**src/design/frli_pkg.sv**
```systemverilog
// Package: shared constants and types for the flash record log index.
`default_nettype none
package frli_pkg;
	localparam int FILES_DEF = 10;
	localparam int BLOCKS_DEF = 3;
	localparam int SLOTS_DEF = 512;
	localparam int BLOCK_BYTES_DEF = 65536;
	localparam int RECORD_BYTES_DEF = 128;
	localparam logic [31:0] REGION_BASE_RST = 32'h0060_0000;

	localparam logic [1:0] KIND_SCAN = 2'd0;
	localparam logic [1:0] KIND_COMMIT = 2'd1;
	localparam logic [1:0] KIND_WRITE = 2'd2;

	localparam logic [2:0] ST_OK = 3'd0;
	localparam logic [2:0] ST_EMPTY = 3'd1;
	localparam logic [2:0] ST_UNMOUNTED = 3'd2;
	localparam logic [2:0] ST_BADFILE = 3'd3;
	localparam logic [2:0] ST_SCAN = 3'd4;

	typedef struct packed {
		logic [1:0] kind;
		logic [3:0] file_id;
		logic [1:0] scan_block;
		logic [8:0] scan_slot;
		logic record_valid;
		logic [31:0] record_sn;
	} frli_item_t;
endpackage
`default_nettype wire

```
**src/design/frli_front.sv**
```systemverilog
// Front end: accept commands into a two-entry queue.
`default_nettype none
module frli_front import frli_pkg::*; (
	input wire logic clk,
	input wire logic arst_n,
	input wire logic push,
	input wire frli_item_t push_item,
	input wire logic pop,
	output logic full,
	output logic avail,
	output frli_item_t head
);
	frli_item_t mem_q [2];
	logic wr_q, rd_q;
	logic [1:0] cnt_q;

	assign full = cnt_q == 2'd2;
	assign avail = cnt_q != 2'd0;
	assign head = mem_q[rd_q];

	always_ff @(posedge clk) begin
		if (push) mem_q[wr_q] <= push_item;
	end

	always_ff @(posedge clk or negedge arst_n) begin
		if (!arst_n) begin
			wr_q <= 1'b0;
			rd_q <= 1'b0;
			cnt_q <= 2'd0;
		end else begin
			if (push) wr_q <= ~wr_q;
			if (pop) rd_q <= ~rd_q;
			cnt_q <= cnt_q + 2'(push) - 2'(pop);
		end
	end
endmodule
`default_nettype wire

```
**src/design/frli_back.sv**
```systemverilog
// Back end: scan state, pointer table, commit and write execution.
`default_nettype none
module frli_back import frli_pkg::*; #(
	parameter int FILES = FILES_DEF,
	parameter int BLOCKS = BLOCKS_DEF,
	parameter int SLOTS = SLOTS_DEF,
	parameter int BLOCK_BYTES = BLOCK_BYTES_DEF,
	parameter int RECORD_BYTES = RECORD_BYTES_DEF
) (
	input wire logic clk,
	input wire logic arst_n,
	input wire logic [31:0] region_base,
	input wire logic avail,
	input wire frli_item_t head,
	output logic pop,
	output logic done,
	output logic [2:0] status,
	output logic [1:0] rec_block,
	output logic [8:0] rec_slot,
	output logic [31:0] flash_address,
	output logic erase_first,
	output logic [31:0] stamp_sn
);
	localparam int SW = $clog2(SLOTS);
	localparam int BW = $clog2(BLOCKS);
	localparam int FW = (FILES > 1) ? $clog2(FILES) : 1;
	localparam logic [31:0] FILE_BYTES = 32'(BLOCKS * BLOCK_BYTES);

	logic mnt_q [FILES];
	logic [31:0] psn_q [FILES];
	logic [BW-1:0] pblk_q [FILES];
	logic [SW-1:0] pslot_q [FILES];
	logic hv_q [BLOCKS];
	logic [31:0] fsn_q [BLOCKS];
	logic [SW-1:0] lslot_q [BLOCKS];

	// stage 1 captures decision; stage 2 computes address
	logic v_s1;
	logic [2:0] st_s1;
	logic [BW-1:0] blk_s1;
	logic [SW-1:0] slot_s1;
	logic er_s1;
	logic [31:0] sn_s1;
	logic [31:0] fofs_s1;

	logic [FW-1:0] fi;
	logic fok;
	logic [31:0] big;
	logic [BW-1:0] ch;
	logic chv;
	logic [31:0] nsn;
	logic [BW-1:0] nblk;
	logic [SW-1:0] nslot;
	logic [31:0] asn;
	logic [BW-1:0] ablk;
	logic [SW-1:0] aslot;
	logic [2:0] d_st;
	logic [BW-1:0] d_blk;
	logic [SW-1:0] d_slot;
	logic d_er;
	logic [31:0] d_sn;

	assign pop = avail;
	assign fi = head.file_id[FW-1:0];
	assign fok = 32'(head.file_id) < 32'(FILES);

	always_comb begin
		big = '0;
		for (int i = 0; i < BLOCKS; i++)
			if (hv_q[i] && fsn_q[i] > big) big = fsn_q[i];
		ch = '0;
		chv = 1'b0;
		for (int i = BLOCKS - 1; i >= 0; i--)
			if (hv_q[i] && fsn_q[i] == big) begin
				ch = BW'(i);
				chv = 1'b1;
			end
	end

	// pointer to advance: write uses the table, commit uses the found record
	always_comb begin
		if (head.kind == KIND_COMMIT) begin
			nsn = fsn_q[ch];
			nblk = ch;
			nslot = lslot_q[ch];
		end else begin
			nsn = psn_q[fi];
			nblk = pblk_q[fi];
			nslot = pslot_q[fi];
		end
		if (32'(nslot) + 1 >= 32'(SLOTS)) begin
			aslot = '0;
			asn = nsn + 32'd1;
			ablk = (32'(nblk) + 1 >= 32'(BLOCKS)) ? '0 : nblk + BW'(1);
		end else begin
			aslot = nslot + SW'(1);
			asn = nsn;
			ablk = nblk;
		end
	end

	always_comb begin
		d_st = ST_BADFILE;
		d_blk = '0;
		d_slot = '0;
		d_er = 1'b0;
		d_sn = '0;
		if (fok) begin
			unique case (head.kind)
				KIND_SCAN: d_st = ST_SCAN;
				KIND_COMMIT: begin
					d_blk = ch;
					if (chv) begin
						d_st = ST_OK;
						d_slot = lslot_q[ch];
						d_sn = asn;
					end else begin
						d_st = ST_EMPTY;
					end
				end
				KIND_WRITE: begin
					if (!mnt_q[fi]) begin
						d_st = ST_UNMOUNTED;
					end else begin
						d_st = ST_OK;
						d_blk = pblk_q[fi];
						d_slot = pslot_q[fi];
						d_er = pslot_q[fi] == '0;
						d_sn = psn_q[fi];
					end
				end
				default: d_st = ST_BADFILE;
			endcase
		end
	end

	always_ff @(posedge clk) begin
		if (avail) begin
			fofs_s1 <= 32'(head.file_id) * FILE_BYTES;
			st_s1 <= d_st;
			blk_s1 <= d_blk;
			slot_s1 <= d_slot;
			er_s1 <= d_er;
			sn_s1 <= d_sn;
		end
	end

	always_ff @(posedge clk or negedge arst_n) begin
		if (!arst_n) begin
			v_s1 <= 1'b0;
			for (int f = 0; f < FILES; f++) begin
				mnt_q[f] <= 1'b0;
				psn_q[f] <= '0;
				pblk_q[f] <= '0;
				pslot_q[f] <= '0;
			end
			for (int b = 0; b < BLOCKS; b++) begin
				hv_q[b] <= 1'b0;
				fsn_q[b] <= '0;
				lslot_q[b] <= '0;
			end
		end else begin
			v_s1 <= avail;
			if (avail && fok) begin
				if (head.kind == KIND_SCAN) begin
					if (head.record_valid && 32'(head.scan_block) < 32'(BLOCKS)
							&& 32'(head.scan_slot) < 32'(SLOTS)) begin
						if (!hv_q[head.scan_block[BW-1:0]])
							fsn_q[head.scan_block[BW-1:0]] <= head.record_sn;
						hv_q[head.scan_block[BW-1:0]] <= 1'b1;
						lslot_q[head.scan_block[BW-1:0]] <= head.scan_slot[SW-1:0];
					end
				end else if (head.kind == KIND_COMMIT) begin
					mnt_q[fi] <= 1'b1;
					if (chv) begin
						psn_q[fi] <= asn;
						pblk_q[fi] <= ablk;
						pslot_q[fi] <= aslot;
					end else begin
						psn_q[fi] <= '0;
						pblk_q[fi] <= ch;
						pslot_q[fi] <= '0;
					end
					for (int b = 0; b < BLOCKS; b++) begin
						hv_q[b] <= 1'b0;
						fsn_q[b] <= '0;
						lslot_q[b] <= '0;
					end
				end else if (head.kind == KIND_WRITE && mnt_q[fi]) begin
					psn_q[fi] <= asn;
					pblk_q[fi] <= ablk;
					pslot_q[fi] <= aslot;
				end
			end
		end
	end

	always_ff @(posedge clk or negedge arst_n) begin
		if (!arst_n) begin
			done <= 1'b0;
		end else begin
			done <= v_s1;
		end
	end

	always_ff @(posedge clk) begin
		if (v_s1) begin
			status <= st_s1;
			rec_block <= 2'(blk_s1);
			rec_slot <= 9'(slot_s1);
			erase_first <= er_s1;
			stamp_sn <= sn_s1;
			flash_address <= (st_s1 == ST_OK || st_s1 == ST_EMPTY)
				? region_base + fofs_s1
					+ 32'(blk_s1) * 32'(BLOCK_BYTES)
					+ 32'(slot_s1) * 32'(RECORD_BYTES)
				: '0;
		end
	end
endmodule
`default_nettype wire

```
**src/design/flash_record_log_index.sv**
```systemverilog
// Top level: flash record log index, front queue and back executor.
// Path: a command passes through the queue, the decision stage, and the address
// and output register before its result strobe.
// Throughput: one command per cycle; the back end retires a queued command each
// cycle, so busy rises only if the two-entry queue fills. The receiver cannot stall.
// Reset: arst_n clears all pointers to unmounted and the scan state, and
// restores region_base to 0x600000.
`default_nettype none
module flash_record_log_index import frli_pkg::*; #(
	parameter int FILES = FILES_DEF,
	parameter int BLOCKS_PER_FILE = BLOCKS_DEF,
	parameter int SLOTS_PER_BLOCK = SLOTS_DEF,
	parameter int BLOCK_BYTES = BLOCK_BYTES_DEF,
	parameter int RECORD_BYTES = RECORD_BYTES_DEF
) (
	input wire logic clk,
	input wire logic arst_n,
	input wire logic start,
	output logic busy,
	input wire logic cfg_we,
	input wire logic [31:0] cfg_wdata,
	input wire logic [1:0] kind,
	input wire logic [3:0] file_id,
	input wire logic [1:0] scan_block,
	input wire logic [8:0] scan_slot,
	input wire logic record_valid,
	input wire logic [31:0] record_sn,
	output logic done,
	output logic [2:0] status,
	output logic [1:0] rec_block,
	output logic [8:0] rec_slot,
	output logic [31:0] flash_address,
	output logic erase_first,
	output logic [31:0] stamp_sn
);
	logic [31:0] region_base_q;
	frli_item_t in_item, head;
	logic full, avail, pop, push;

	// hold the region base register; the user must write it only while idle, which the block does not enforce
	always_ff @(posedge clk or negedge arst_n) begin
		if (!arst_n) begin
			region_base_q <= REGION_BASE_RST;
		end else if (cfg_we) begin
			region_base_q <= cfg_wdata;
		end
	end

	assign busy = full;
	assign push = start && !full;
	assign in_item = '{kind: kind, file_id: file_id, scan_block: scan_block,
		scan_slot: scan_slot, record_valid: record_valid, record_sn: record_sn};

	frli_front u_front (
		.clk(clk), .arst_n(arst_n), .push(push), .push_item(in_item),
		.pop(pop), .full(full), .avail(avail), .head(head)
	);

	frli_back #(
		.FILES(FILES), .BLOCKS(BLOCKS_PER_FILE), .SLOTS(SLOTS_PER_BLOCK),
		.BLOCK_BYTES(BLOCK_BYTES), .RECORD_BYTES(RECORD_BYTES)
	) u_back (
		.clk(clk), .arst_n(arst_n), .region_base(region_base_q),
		.avail(avail), .head(head), .pop(pop), .done(done), .status(status),
		.rec_block(rec_block), .rec_slot(rec_slot), .flash_address(flash_address),
		.erase_first(erase_first), .stamp_sn(stamp_sn)
	);
endmodule
`default_nettype wire
```
**config.mk**
```make
export PLATFORM = sky130hd
export DESIGN_NAME = flash_record_log_index
export DESIGN_NICKNAME = d
export VERILOG_FILES = /design/src/design/frli_pkg.sv /design/src/design/frli_front.sv /design/src/design/frli_back.sv /design/src/design/flash_record_log_index.sv
export SDC_FILE = /design/constraint.sdc
export NUM_CORES = 2
export LEC_CHECK = 0
export BUFFER_PORTS_ARGS = -buffer_cell sky130_fd_sc_hd__buf_4
export CORE_ASPECT_RATIO = 0.75
export CORE_MARGIN = 2
export CORE_UTILIZATION = 65
export DETAILED_ROUTE_END_ITERATION = 12
export PLACE_DENSITY = 0.8
export SYNTH_ARGS = -nofsm -noshare
export SYNTH_HDL_FRONTEND = slang
export SYNTH_SLANG_ARGS = --single-unit
```
**constraint.sdc**
```tcl
create_clock -name clk -period 13.9 [get_ports clk]
set_clock_uncertainty 0.1 [all_clocks]
set_input_delay 0.695 -clock clk [delete_from_list [all_inputs] [get_ports clk]]
set_output_delay 0.695 -clock clk [all_outputs]
set_load 0.01 [all_outputs]
```
==> results.cfg <==
[timing]
tightest_slew_ps = 1530
hold_viol_final = 0
rsz0062_at_grt = false
period_needed_ps = 12160
timing.final.ws_setup_ps = 1740
setup_tns_ps = 0
relSlewSlack = -0.0297
timing.fmax_ghz = 0.0822
setup_viol = 0
post-route-period-util = 0.875
finalMaxSlewViolations = 13
fin_hold_ws_ps = 104

[die]
die_h_um = 224
design.core.area_um2 = 63700
initial_utilization = 0.659
rows = 80
io_pins = 167
dieArea_um2 = 66600
fp.dieW_um = 297

[power]
powerDensity_nw_per_um2 = 262
peakVddDrop_mv = 0.237
switching_power_uw = 5930
intPower_uw = 6190
power_frac_seq = 0.304
switching_share = 0.489
leakage_uw = 0.0196
clkPwrFrac = 0.175
pwr-share-comb = 0.520

[clock_network]
cts.sinks = 836
h-tree-depth = 3
cts_tree = built
cts_root_buf = clkbuf_16
path_clk_slew_ps = 90
clk_latency_ps = 670
numCtsBuffers = 77
clock_path_buffers = 3

[outcome]
violations = max-capacitance violations, max-slew violations
status = complete, but fails checks

[finish]
design_area_um2 = 46200
fin_cells = 4724
syn_to_final_growth_pct = 10.2
drive_gt1_frac = 0.159
nets = 3995
fillers = 4285

[route]
wl_per_cell_um = 32.0
drt_iter0_drc = 5978
drc = 0
wl_mm = 151
vias = 34698
ant_nets = 0
via_per_inst = 7.35
drt-pass1-iter-count = 7

[yosys]
yosysTopAreaCellShare = 0.359
syn_area_um2 = 41900
synth_ff_type = dfrtp_1
ys_seq_area_frac = 0.527
synth.avg_cell_area_um2 = 11.1
yosys_warnings = 0
synth_edf_count = 232
synth_fp_nets = 3989
ys_ff_latch = 836
yosysUniqueCellTypes = 100
synthCells = 3791
synth_top_cell_by_area = dfrtp_1
yosys-top-cells-area = dfrtp_1, edfxtp_1, nand2_1
async_reset_ff_frac = 0.722

[global_route]
gr-total-overflow = 0
antenna_found_initial = 6
grt_pass1_vias = 33042
gr-usage-all-layers = 0.453
grt_pass1_wl_mm = 222
grt_max_degree = 160

[worst_setup_path]
critical_path_arrival_ps = 12580
path_class = flip-flop to flip-flop
critPathRequiredTime_ps = 14320
r2r_start = u_back.fsn_q[79]
reg2reg_depth = 29
cp.depth = 29
cpPeakStageDelay_ps = 850
critPathSlowestCell = nand2_2
endpoint_kind = flip-flop
crit_buf_inv = 1
critical-path-top-delay-family = simple AND/OR/NAND/NOR gates
critPathMaxFanout = 53
start_kind = flip-flop
worstSetupStartpoint = u_back.fsn_q[79]

[placed_design]
dpl.cell_count = 4578
post_dp_cell_area_um2 = 43700
hpwl_mm = 101
dp_slack_ps = 2420
io_buffer_count = 166
place.gp.congestion = 1.17

[worst_hold_path]
min_path_cells = 1
hp-class = input pin to flip-flop
min_from = record_sn[5]

[job]
cap_viol_max_count = 2
-- worst register-to-register path: cells and delay by family (launching register included) --
kind	cells	cell delay, ps
simple gates	13	6220
flops	1	490
xor+xnor	1	840
buf+inv	1	230
compound gates	12	3540
fa+ha+maj	2	610
-- area by class of cell --
class | instances | area [µm²] | share of cell area
flip-flops and latches | 836 | 22100 | 0.478
multi-input cells | 2539 | 18300 | 0.397
clock buffers | 106 | 2160 | 0.0467
repair buffers | 241 | 1840 | 0.0399
well taps | 861 | 1080 | 0.0233
inverters | 102 | 393 | 0.00850
clock inverters | 36 | 315 | 0.00682
diodes | 3 | 7.51 | 0.000162
-- path summary, 6_finish.rpt --
check | to | slack (ps)
min in group asynchronous | u_front.wr_q | 600
worst max-delay path | u_back.sn_s1[23] | 1740
max in group asynchronous | u_back.psn_q[127] | 10120
worst max register to register | u_back.sn_s1[23] | 1740
worst min-delay path | u_front.mem_q[1][5] | 100
worst min register to register | u_back.stamp_sn[9] | 320
-- flip-flops by register name, summed over array words and instances, names as in the netlist, 27 cells and up --
name / cells
u_back.pslot_q: 90
u_back.stamp_sn: 32
u_back.sn_s1: 32
u_back.lslot_q: 27
u_back.fsn_q: 96
u_back.psn_q: 320
u_front.mem_q: 100
region_base_q: 32
u_back.flash_address: 32
-- Yosys cell counts, drive strengths merged, types with 18 or more instances --
library cell / number
dfrtp: 602
nand2: 543
o21ai: 326
edfxtp: 232
clkbuf: 231
a22o: 225
nor2: 154
o31ai: 117
ha: 108
mux2i: 106
inv: 102
a21oi: 98
mux4: 88
buf: 83
o22ai: 80
mux2: 74
xnor2: 50
nand3: 44
xor2: 36
nor3: 35
nand2b: 30
nand4: 30
nor4: 29
a22oi: 28
and2: 27
nor2b: 24
o211ai: 18
o221ai: 18
-- power by group through the flow --
| stage | combinational (µW) | clock, µW | sequential (µW) |
|---|---|---|---|
| 6_report | 6310 | 2120 | 3690 |
| 5_1_grt | 6540 | 2220 | 3690 |
| 4_1_cts | 5950 | 2120 | 3630 |
| 3_5_place_dp | 5890 | 0 | 3660 |
| 3_3_place_gp | 5870 | 0 | 3640 |
| 2_1_floorplan | 4140 | 0 | 3350 |
-- logic make-up (layout without fill, tap and decap cells) --
kind of cell	Yosys count	count (layout)	synth area share
compound gates	1099	1099	0.182
simple gates	974	974	0.106
mux	268	268	0.0925
other cells	0	3	0
flops	836	836	0.527
fa+ha+maj	112	112	0.0341
buf+inv	416	485	0.0401
xor+xnor	86	86	0.0180
-- metrics by stage --
stage	power (µW)	util
finish	12100	0.726
global route	12500	0.726
CTS	11700	0.726
detailed placement	9550	0.687
global placement	9510	0.687
floorplan	7490	-
-- timing repair --
item | 4_1_cts | 5_1_grt
gates resized for setup | 0 | 0
hold buffers | 1 | 0
setup buffers | 0 | 0
hold endpoints to repair | 2 | 0
endpoints found under the setup margin | 0 | 0
-- metal layers --
metal	track usage	routed length, µm	up-vias
met1	0.656	58700	17181
li1	-	-	14042
met2	0.621	61700	2977
met3	0.194	24900	488
met5	0	68	-
met4	0.136	5710	10
-- cells in the final DEF, fill, tap and decap left out, types with 49 or more instances in the layout --
cell	Yosys	layout
mux2_2	74	74
buf_4	8	237
nand2_1	542	542
a22o_1	225	225
a21oi_1	97	97
dfrtp_1	602	600
nor2_1	150	138
ha_1	108	107
o22ai_1	79	79
o21ai_0	263	263
clkbuf_16	0	80
xnor2_1	50	49
inv_1	96	95
mux2i_1	106	106
o21ai_1	55	52
edfxtp_1	232	232
o31ai_1	116	116
mux4_2	88	88
Note: power is estimated with default switching activity, not from simulation.
